[src/hdl/ttip_pkg.sv]
// Shared types and constants for the streaming text to integer parser.
// Used by the front classifier, the queue, the back end and the top level.
package ttip_pkg;

    localparam int BASE_BITS  = 6;
    localparam int DIGIT_BITS = 6;
    localparam int OFFSET_BITS = 16;

    localparam logic [BASE_BITS-1:0] BASE_DETECT = 6'd0;
    localparam logic [BASE_BITS-1:0] BASE_MIN    = 6'd2;
    localparam logic [BASE_BITS-1:0] BASE_OCT    = 6'd8;
    localparam logic [BASE_BITS-1:0] BASE_DEC    = 6'd10;
    localparam logic [BASE_BITS-1:0] BASE_HEX    = 6'd16;
    localparam logic [BASE_BITS-1:0] BASE_MAX    = 6'd36;
    localparam logic [BASE_BITS-1:0] BASE_RESET  = BASE_DEC;

    // Digit code of a character that is no digit in any base.
    localparam logic [DIGIT_BITS-1:0] DIGIT_NONE = 6'd63;

    localparam logic [7:0] CH_SPACE  = 8'h20;
    localparam logic [7:0] CH_PLUS   = 8'h2B;
    localparam logic [7:0] CH_MINUS  = 8'h2D;
    localparam logic [7:0] CH_ZERO   = 8'h30;
    localparam logic [7:0] CH_NINE   = 8'h39;
    localparam logic [7:0] CH_UPPER_A = 8'h41;
    localparam logic [7:0] CH_UPPER_Z = 8'h5A;
    localparam logic [7:0] CH_LOWER_A = 8'h61;
    localparam logic [7:0] CH_LOWER_Z = 8'h7A;
    localparam logic [7:0] CH_UPPER_X = 8'h58;
    localparam logic [7:0] CH_LOWER_X = 8'h78;

    typedef struct packed {
        logic                  is_space;
        logic                  is_sign;
        logic                  is_minus;
        logic                  is_zero;
        logic                  is_x;
        logic [DIGIT_BITS-1:0] digit;
    } t_char_class;

    typedef struct packed {
        logic busy;
        logic pop;
    } t_back_status;

endpackage

[src/hdl/text_to_integer_parser.sv]
// A terminating character's result is registered as the back end takes it from the queue;
// the back end takes it once any digits queued ahead of it are accumulated and the output
// register is free, so an output stall holds it back.
// Space, sign and prefix characters are taken from the queue head without a pause; a digit
// is taken with the multiply, then the back end is busy for the add-and-limit-compare on the accumulator.
// Reset is synchronous and active low; it empties the parser and sets base to 10.
module text_to_integer_parser #(
    parameter int VALUE_BITS = 64,
    parameter int COUNT_BITS = 16
) (
    input  logic                             i_clk,
    input  logic                             i_rst_n,
    input  logic                             i_cfg_wr_en,
    input  logic [ttip_pkg::BASE_BITS-1:0]   i_cfg_wr_data,
    input  logic                             i_valid,
    output logic                             o_stall,
    input  logic [7:0]                       i_char_in,
    output logic                             o_valid,
    input  logic                             i_stall,
    output logic signed [63:0]               o_value,
    output logic [ttip_pkg::OFFSET_BITS-1:0] o_end_offset,
    output logic                             o_digits_found,
    output logic                             o_overflow
);
    import ttip_pkg::*;

    logic [BASE_BITS-1:0]         r_base;
    logic                         fifo_full;
    logic                         fifo_push;
    logic                         fifo_valid;
    logic                         fifo_pop;
    t_char_class                  front_class;
    t_char_class                  head_class;
    t_back_status                 back_status;
    logic signed [VALUE_BITS-1:0] back_value;

    always_ff @(posedge i_clk) begin
        if (!i_rst_n) begin
            r_base <= BASE_RESET;
        end else if (i_cfg_wr_en) begin
            r_base <= i_cfg_wr_data;
        end
    end

    ttip_front u_front (
        .i_valid   (i_valid),
        .i_char_in (i_char_in),
        .i_full    (fifo_full),
        .o_stall   (o_stall),
        .o_push    (fifo_push),
        .o_class   (front_class)
    );

    ttip_fifo u_fifo (
        .i_clk   (i_clk),
        .i_rst_n (i_rst_n),
        .i_push  (fifo_push),
        .i_data  (front_class),
        .i_pop   (fifo_pop),
        .o_full  (fifo_full),
        .o_valid (fifo_valid),
        .o_data  (head_class)
    );

    ttip_back #(
        .VALUE_BITS (VALUE_BITS),
        .COUNT_BITS (COUNT_BITS)
    ) u_back (
        .i_clk          (i_clk),
        .i_rst_n        (i_rst_n),
        .i_base         (r_base),
        .i_head_valid   (fifo_valid),
        .i_head         (head_class),
        .o_pop          (fifo_pop),
        .o_status       (back_status),
        .o_valid        (o_valid),
        .i_stall        (i_stall),
        .o_value        (back_value),
        .o_end_offset   (o_end_offset),
        .o_digits_found (o_digits_found),
        .o_overflow     (o_overflow)
    );

    // Sign-extend the internal value to the 64-bit port.
    assign o_value = 64'(back_value);

`ifndef SYNTH
    a_no_pop_while_busy: assert property (@(posedge i_clk) disable iff (!i_rst_n)
        back_status.busy |-> !back_status.pop)
        else $error("queue popped during digit accumulation");

    a_overflow_has_digits: assert property (@(posedge i_clk) disable iff (!i_rst_n)
        o_valid |-> (!o_overflow || o_digits_found))
        else $error("overflow reported without digits");

    a_empty_result: assert property (@(posedge i_clk) disable iff (!i_rst_n)
        (o_valid && !o_digits_found) |-> (o_value == 64'sd0 && o_end_offset == '0))
        else $error("result without digits is not zero");

    a_saturated_value: assert property (@(posedge i_clk) disable iff (!i_rst_n)
        (o_valid && o_overflow) |->
            (o_value == 64'($signed({1'b0, {(VALUE_BITS-1){1'b1}}})) ||
             o_value == 64'($signed({1'b1, {(VALUE_BITS-1){1'b0}}}))))
        else $error("overflowed value is not at a signed limit");
`endif

endmodule

[src/hdl/ttip_front.sv]
// Front end of the parser: classifies each incoming character.
// Depends on ttip_pkg; pushes classified characters into ttip_fifo.
module ttip_front (
    input  logic               i_valid,
    input  logic [7:0]         i_char_in,
    input  logic               i_full,
    output logic               o_stall,
    output logic               o_push,
    output ttip_pkg::t_char_class o_class
);
    import ttip_pkg::*;

    logic [7:0] digit_wide;

    always_comb begin
        if (i_char_in >= CH_ZERO && i_char_in <= CH_NINE) begin
            digit_wide = i_char_in - CH_ZERO;
        end else if (i_char_in >= CH_UPPER_A && i_char_in <= CH_UPPER_Z) begin
            digit_wide = i_char_in - (CH_UPPER_A - 8'd10);
        end else if (i_char_in >= CH_LOWER_A && i_char_in <= CH_LOWER_Z) begin
            digit_wide = i_char_in - (CH_LOWER_A - 8'd10);
        end else begin
            digit_wide = 8'(DIGIT_NONE);
        end
    end

    assign o_class.is_space = (i_char_in == CH_SPACE);
    assign o_class.is_sign  = (i_char_in == CH_PLUS) || (i_char_in == CH_MINUS);
    assign o_class.is_minus = (i_char_in == CH_MINUS);
    assign o_class.is_zero  = (i_char_in == CH_ZERO);
    assign o_class.is_x     = (i_char_in == CH_UPPER_X) || (i_char_in == CH_LOWER_X);
    assign o_class.digit    = digit_wide[DIGIT_BITS-1:0];

    assign o_stall = i_full;
    assign o_push  = i_valid && !i_full;

endmodule

[src/hdl/ttip_fifo.sv]
// Two-entry queue of classified characters between front and back end.
// Depends on ttip_pkg for the entry type.
module ttip_fifo (
    input  logic                  i_clk,
    input  logic                  i_rst_n,
    input  logic                  i_push,
    input  ttip_pkg::t_char_class i_data,
    input  logic                  i_pop,
    output logic                  o_full,
    output logic                  o_valid,
    output ttip_pkg::t_char_class o_data
);
    import ttip_pkg::*;

    localparam int DEPTH = 2;
    localparam int PTR_BITS = $clog2(DEPTH);
    localparam int CNT_BITS = $clog2(DEPTH + 1);

    t_char_class         r_mem [DEPTH];
    logic [PTR_BITS-1:0] r_wptr;
    logic [PTR_BITS-1:0] r_rptr;
    logic [CNT_BITS-1:0] r_count;

    logic do_push;
    logic do_pop;

    assign o_full  = (r_count == CNT_BITS'(DEPTH));
    assign o_valid = (r_count != '0);
    assign o_data  = r_mem[r_rptr];
    assign do_push = i_push && !o_full;
    assign do_pop  = i_pop && o_valid;

    always_ff @(posedge i_clk) begin
        if (do_push) begin
            r_mem[r_wptr] <= i_data;
        end
        if (!i_rst_n) begin
            r_wptr  <= '0;
            r_rptr  <= '0;
            r_count <= '0;
        end else begin
            if (do_push) begin
                r_wptr <= r_wptr + 1'b1;
            end
            if (do_pop) begin
                r_rptr <= r_rptr + 1'b1;
            end
            case ({do_push, do_pop})
                2'b10:   r_count <= r_count + 1'b1;
                2'b01:   r_count <= r_count - 1'b1;
                default: r_count <= r_count;
            endcase
        end
    end

endmodule

[src/hdl/ttip_back.sv]
// Back end of the parser: prefix and sign handling, digit accumulation with
// overflow detection, and the result register. Depends on ttip_pkg.
module ttip_back #(
    parameter int VALUE_BITS = 64,
    parameter int COUNT_BITS = 16
) (
    input  logic                              i_clk,
    input  logic                              i_rst_n,
    input  logic [ttip_pkg::BASE_BITS-1:0]    i_base,
    input  logic                              i_head_valid,
    input  ttip_pkg::t_char_class             i_head,
    output logic                              o_pop,
    output ttip_pkg::t_back_status            o_status,
    output logic                              o_valid,
    input  logic                              i_stall,
    output logic signed [VALUE_BITS-1:0]      o_value,
    output logic [ttip_pkg::OFFSET_BITS-1:0]  o_end_offset,
    output logic                              o_digits_found,
    output logic                              o_overflow
);
    import ttip_pkg::*;

    typedef enum logic [1:0] {PH_SKIP, PH_SIGN, PH_ZERO, PH_DIGITS} t_phase;

    localparam int PROD_BITS = VALUE_BITS + BASE_BITS;
    localparam int SUM_BITS  = PROD_BITS + 1;
    localparam int WIDE_BITS = COUNT_BITS + OFFSET_BITS;
    localparam logic [VALUE_BITS-1:0] HALF = {1'b1, {(VALUE_BITS-1){1'b0}}};
    localparam logic [VALUE_BITS-1:0] MAXV = ~HALF;

    t_phase                  r_phase,  n_phase;
    logic                    r_neg,    n_neg;
    logic [BASE_BITS-1:0]    r_active, n_active;
    logic [VALUE_BITS-1:0]   r_acc,    n_acc;
    logic                    r_any,    n_any;
    logic                    r_ovf,    n_ovf;
    logic [COUNT_BITS-1:0]   r_pos,    n_pos;
    logic                    r_busy,   n_busy;
    logic [PROD_BITS-1:0]    r_prod,   n_prod;
    logic [DIGIT_BITS-1:0]   r_digit,  n_digit;

    logic                    r_ovalid;
    logic signed [VALUE_BITS-1:0] r_value;
    logic [OFFSET_BITS-1:0]  r_off;
    logic                    r_found;
    logic                    r_oovf;

    logic                    out_free;
    logic                    emit;
    logic                    try_digit;
    logic                    digit_ok;
    logic [BASE_BITS-1:0]    eff_base;
    logic                    eff_any;
    logic [COUNT_BITS-1:0]   pos_inc;
    logic [WIDE_BITS-1:0]    pos_wide;
    logic [OFFSET_BITS-1:0]  pos_sat;
    logic [SUM_BITS-1:0]     sum;
    logic [SUM_BITS-1:0]     limit;
    logic [VALUE_BITS-1:0]   result_value;

    assign out_free = !r_ovalid || !i_stall;
    assign pos_inc  = (&r_pos) ? r_pos : r_pos + 1'b1;
    assign pos_wide = WIDE_BITS'(r_pos);
    assign pos_sat  = (|pos_wide[WIDE_BITS-1:OFFSET_BITS]) ? '1 : pos_wide[OFFSET_BITS-1:0];

    // Second half of a digit: acc*base + digit must not pass the signed limit.
    assign sum   = SUM_BITS'(r_prod) + SUM_BITS'(r_digit);
    assign limit = r_neg ? SUM_BITS'(HALF) : SUM_BITS'(MAXV);

    always_comb begin
        if (r_ovf) begin
            result_value = r_neg ? HALF : MAXV;
        end else begin
            result_value = r_neg ? (VALUE_BITS'(0) - r_acc) : r_acc;
        end
    end

    always_comb begin
        n_phase   = r_phase;
        n_neg     = r_neg;
        n_active  = r_active;
        n_acc     = r_acc;
        n_any     = r_any;
        n_ovf     = r_ovf;
        n_pos     = r_pos;
        n_busy    = 1'b0;
        n_prod    = r_prod;
        n_digit   = r_digit;
        o_pop     = 1'b0;
        emit      = 1'b0;
        try_digit = 1'b0;
        digit_ok  = 1'b0;
        eff_base  = r_active;
        eff_any   = r_any;

        if (r_busy) begin
            if (!r_ovf) begin
                if (sum > limit) begin
                    n_ovf = 1'b1;
                end else begin
                    n_acc = sum[VALUE_BITS-1:0];
                end
            end
        end else if (i_head_valid) begin
            unique case (r_phase) inside
                PH_SKIP, PH_SIGN: begin
                    if (r_phase == PH_SKIP && i_head.is_space) begin
                        o_pop = 1'b1;
                        n_pos = pos_inc;
                    end else if (r_phase == PH_SKIP && i_head.is_sign) begin
                        o_pop   = 1'b1;
                        n_neg   = i_head.is_minus;
                        n_phase = PH_SIGN;
                        n_pos   = pos_inc;
                    end else if (i_head.is_zero &&
                                 (i_base == BASE_DETECT || i_base == BASE_HEX)) begin
                        o_pop    = 1'b1;
                        n_active = i_base;
                        n_phase  = PH_ZERO;
                        n_pos    = pos_inc;
                    end else begin
                        eff_base  = (i_base == BASE_DETECT) ? BASE_DEC : i_base;
                        try_digit = 1'b1;
                    end
                end
                PH_ZERO: begin
                    if (i_head.is_x) begin
                        o_pop    = 1'b1;
                        n_active = BASE_HEX;
                        n_phase  = PH_DIGITS;
                        n_pos    = pos_inc;
                    end else begin
                        // The leading zero itself counts as a digit.
                        eff_base  = (r_active == BASE_DETECT) ? BASE_OCT : r_active;
                        eff_any   = 1'b1;
                        try_digit = 1'b1;
                    end
                end
                PH_DIGITS: begin
                    try_digit = 1'b1;
                end
            endcase

            if (try_digit) begin
                digit_ok = (eff_base >= BASE_MIN) && (eff_base <= BASE_MAX) &&
                           (i_head.digit < eff_base);
                if (digit_ok) begin
                    o_pop    = 1'b1;
                    n_active = eff_base;
                    n_any    = 1'b1;
                    n_phase  = PH_DIGITS;
                    n_pos    = pos_inc;
                    n_busy   = 1'b1;
                    n_prod   = PROD_BITS'(r_acc) * PROD_BITS'(eff_base);
                    n_digit  = i_head.digit;
                end else if (out_free) begin
                    o_pop    = 1'b1;
                    emit     = 1'b1;
                    n_phase  = PH_SKIP;
                    n_neg    = 1'b0;
                    n_active = '0;
                    n_acc    = '0;
                    n_any    = 1'b0;
                    n_ovf    = 1'b0;
                    n_pos    = '0;
                end
            end
        end
    end

    always_ff @(posedge i_clk) begin
        r_prod  <= n_prod;
        r_digit <= n_digit;
        if (emit) begin
            r_value <= result_value;
            r_off   <= eff_any ? pos_sat : '0;
            r_found <= eff_any;
            r_oovf  <= r_ovf;
        end
        if (!i_rst_n) begin
            r_phase  <= PH_SKIP;
            r_neg    <= 1'b0;
            r_active <= '0;
            r_acc    <= '0;
            r_any    <= 1'b0;
            r_ovf    <= 1'b0;
            r_pos    <= '0;
            r_busy   <= 1'b0;
            r_ovalid <= 1'b0;
        end else begin
            r_phase  <= n_phase;
            r_neg    <= n_neg;
            r_active <= n_active;
            r_acc    <= n_acc;
            r_any    <= n_any;
            r_ovf    <= n_ovf;
            r_pos    <= n_pos;
            r_busy   <= n_busy;
            if (emit) begin
                r_ovalid <= 1'b1;
            end else if (!i_stall) begin
                r_ovalid <= 1'b0;
            end
        end
    end

    assign o_status.busy  = r_busy;
    assign o_status.pop   = o_pop;
    assign o_valid        = r_ovalid;
    assign o_value        = r_value;
    assign o_end_offset   = r_off;
    assign o_digits_found = r_found;
    assign o_overflow     = r_oovf;

endmodule

[config.mk]
export PLATFORM = sky130hd
export DESIGN_NAME = text_to_integer_parser
export DESIGN_NICKNAME = d
export VERILOG_FILES = /design/src/hdl/ttip_pkg.sv /design/src/hdl/text_to_integer_parser.sv /design/src/hdl/ttip_front.sv /design/src/hdl/ttip_fifo.sv /design/src/hdl/ttip_back.sv
export SDC_FILE = /design/constraint.sdc
export NUM_CORES = 1
export LEC_CHECK = 0
export ABC_AREA = 0
export ABC_CLOCK_PERIOD_IN_PS = 8900
export BUFFER_PORTS_ARGS = -buffer_cell sky130_fd_sc_hd__clkbuf_2
export CORE_MARGIN = 5
export CORE_UTILIZATION = 55
export CTS_BUF_LIST = sky130_fd_sc_hd__clkbuf_4 sky130_fd_sc_hd__clkbuf_8 sky130_fd_sc_hd__clkbuf_16
export CTS_CLUSTER_SIZE = 16
export DETAILED_ROUTE_END_ITERATION = 10
export GPL_TIMING_DRIVEN = 1
export PLACE_DENSITY = 0.72
export SYNTH_ARGS = -nofsm -noshare
export SYNTH_HDL_FRONTEND = slang
export SYNTH_SLANG_ARGS = --single-unit
export TNS_END_PERCENT = 5
[constraint.sdc]
create_clock -name i_clk -period 8.9 [get_ports i_clk]
set_input_delay 1.335 -clock i_clk [delete_from_list [all_inputs] [get_ports i_clk]]
set_output_delay 1.335 -clock i_clk [all_outputs]
set_load 0.01 [all_outputs]
==> impl_results.md <==
- Distinct cell type count after synthesis: 86
- Slew HR: 22.35%
- Final setup margin: 0.5814 ns
- H-tree Lvls: 2
- Core Area: 0.05027 mm²
- First-pass GRT wire length: 121000 µm
- Tightest Pin Transition: 1.150 ns
- Die width: 235.7 µm
- Post-CTS Setup Inserts: 0
- Placed Instances: 3700
- Resized Gates After CTS: 0
- Most frequent cells in the layout: inv_1, and2_1, fa_1
- Syn Nets: 3521
- Fin crit share: 93.47%
- Ranking of synthesized cells by area: edfxtp_1, fa_1, dfxtp_1
- Routed vias/inst: 5.938
- First-pass DRT Iterations: 6
- Share of layout cells above drive strength 1: 7.506%
- Largest net degree at the start of global routing: 79
- Ys Warns: 0
- MaxCap Viol Count: 0
- Via count: 22340
- Remaining DRCs: 0
- Final setup viols: 0
- Cell Count, Final, Fillers Out: 3763
- Clock slew at reported path FFs: 0.06 ns
- Clock Sink Count: 284
- TritonCTS clock tree: done
- Total Nets Final: 3498
- Chip height: 235.7 µm
- Pleak: 13.51 nW
- Post-place setup slack: 0.7177 ns
- Final Hold Vio Count: 0
- Vias in the first global route: 22870
- Worst Path Arrival: 8.61 ns
- Clock Latency Late Sink: 0.55 ns
- Number of buffers added on ports: 102
- Worst VDD drop: 0.1289 mV
- Drt total wl: 74200 µm
- Routed len/inst: 19.72 µm
- Antenna diodes: 0
- Total grt overflow: 0
- CP Class: flip-flop to flip-flop
- Worst min path class: flip-flop to flip-flop
- Root Buffer: clkbuf_16
- Top_reg_cell synth: edfxtp_1
- I/O pin count: 103
- TNS Setup: 0 ns
- Initial core utilization: 55.71%
- CP endpoint kind: flip-flop
- Slew Limit Fails: 0
- Die ar.: 0.05554 mm²
- Synth-to-Final Area Change: 7.005%
- Synthesized area: 0.02801 mm²
- F_max: 120.2 MHz
- Worst-path maximum fanout: 35
- Power Density: 150.1 mW/mm²
- Post-synth EDFFs: 180
- Post-Syn Instances: 3088
- Flops & latches, synth: 284
- Top-area cell type share of the netlist area: 19.30%
- Ys async rst share: 0%
- Startpoint types: flip-flop
- Clock buffer depth: 3
- Seq/Total Area, Yosys: 26.73%
- DRT antenna net count: 0
- Initial DRC Count: 1819
- CP required: 9.19 ns
- Top cell type by total area after synthesis: edfxtp_1
- Unrepaired setup endpoints after global routing: false
- Most common cell after layout, fill and taps aside: inv_1
- TritonCTS Buffers: 35
- Clock Skew: 0.02449 ns
- Initial antenna violation count: 0
- Gp weighted congestion: 0.9245
- Fill cells: 4355
- Dpl hpwl: 55620 µm
- Cts hold-fix bufs: 0
- Run status: finished, final reports clean
- Global routing usage summed across all routing layers: 26.55%
- Mean Syn Cell Area: 9.070 µm²
- Total power: 0.004498 W
- Time the worst path needs with I/O delays and setup: 8.319 ns
- Row Count: 82
-- metal layers --
metal	wire length [µm]	global-route usage (%)
met1	31200	35.69
met2	34460	43.20
met3	5314	4.335
met4	3222	10.66
met5	0	0
-- critical path: stages (launching register included) --
cell and delay, ns:
dfxtp_1 0.68, mux2i_1 0.34, o21ai_0 0.23, nor2_1 0.33
mux2_2 0.69, buf_4 0.50, and2_1 0.24, fa_1 0.43
fa_1 0.55, inv_1 0.06, fa_1 0.54, inv_1 0.05
ha_1 0.36, and3_1 0.22, and3_1 0.19, nand3_1 0.12
a211oi_1 0.51, o31ai_1 0.22, buf_4 0.20, o221ai_1 0.42
a41oi_1 0.28, o21ai_0 0.49, a21boi_0 0.21, xnor2_1 0.20
-- final cells by class --
class / count / area [µm²] / area share, %
clock buffers: 46 / 970.9 / 3.240
clock inverters: 17 / 196.4 / 0.6554
inverters: 370 / 1389 / 4.634
multi-input cells: 2250 / 18400 / 61.40
flip-flops and latches: 284 / 7495 / 25.01
well taps: 672 / 840.8 / 2.805
repair buffers: 124 / 675.6 / 2.254
-- through the flow --
step	hold WS [ns]	area [µm²]	utilization [%]
after floorplan	0.4064	28010	-
after global placement	0.4748	28800	57.29
after detailed placement	0.4750	28800	57.29
after CTS	0.4899	29970	59.61
after global routing	0.5197	29970	59.61
final	0.4855	29970	59.61
-- cell usage after synthesis, types with 41 or more instances --
cell,n
inv_1,366
and2_1,302
fa_1,250
nand2_1,211
nor2_1,183
edfxtp_1,180
ha_1,164
clkbuf_1,157
a21oi_1,136
dfxtp_1,104
o21ai_0,96
nor2b_1,87
xnor2_1,83
a21o_1,74
nor3_1,74
nand3_1,60
xor2_1,60
a32o_1,46
mux2i_1,43
nand4_1,41
-- flip-flops by register name, summed over array words and instances, names as in the netlist, 2 cells and up, named ones only --
| signal | cells |
|---|---|
| r_base | 6 |
| u_back.o_end_offset | 16 |
| u_back.pos_sat | 16 |
| u_back.o_value | 64 |
| u_fifo.r_mem | 22 |
| u_back.r_phase | 2 |
| u_fifo.r_count | 2 |
| u_back.r_active | 6 |
| u_back.r_acc | 64 |
| u_back.r_digit | 6 |
| u_back.r_prod | 70 |
-- path summary, 6_finish.rpt --
| check | startpoint | to | slack (ns) | cells after the start |
|---|---|---|---|---|
| worst min-delay path | u_back.pos_sat[6] | u_back.pos_sat[6] | 0.49 | 1 |
| worst min register to register | u_back.pos_sat[6] | u_back.pos_sat[6] | 0.49 | 1 |
| worst max-delay path | flip-flop | u_back.r_prod[64] | 0.58 | 23 |
| worst max register to register | flip-flop | u_back.r_prod[64] | 0.58 | 23 |
-- power breakdown --
part | switching, W | internal (W) | total (W)
Sequential | 0.000112 | 0.00164 | 0.00175
Clock | 0.000587 | 0.000866 | 0.00145
Combinational | 0.000904 | 0.000387 | 0.00129
Total | 0.00160 | 0.00289 | 0.00450
-- cells by family after synthesis --
| family | synth area share (%) |
|---|---|
| buf+inv | 7.675 |
| flops | 26.73 |
| xor+xnor | 4.472 |
| mux | 1.992 |
| simple gates | 20.54 |
| compound gates | 13.40 |
| fa+ha+maj | 25.20 |
Power figures use the tool's default switching activity.
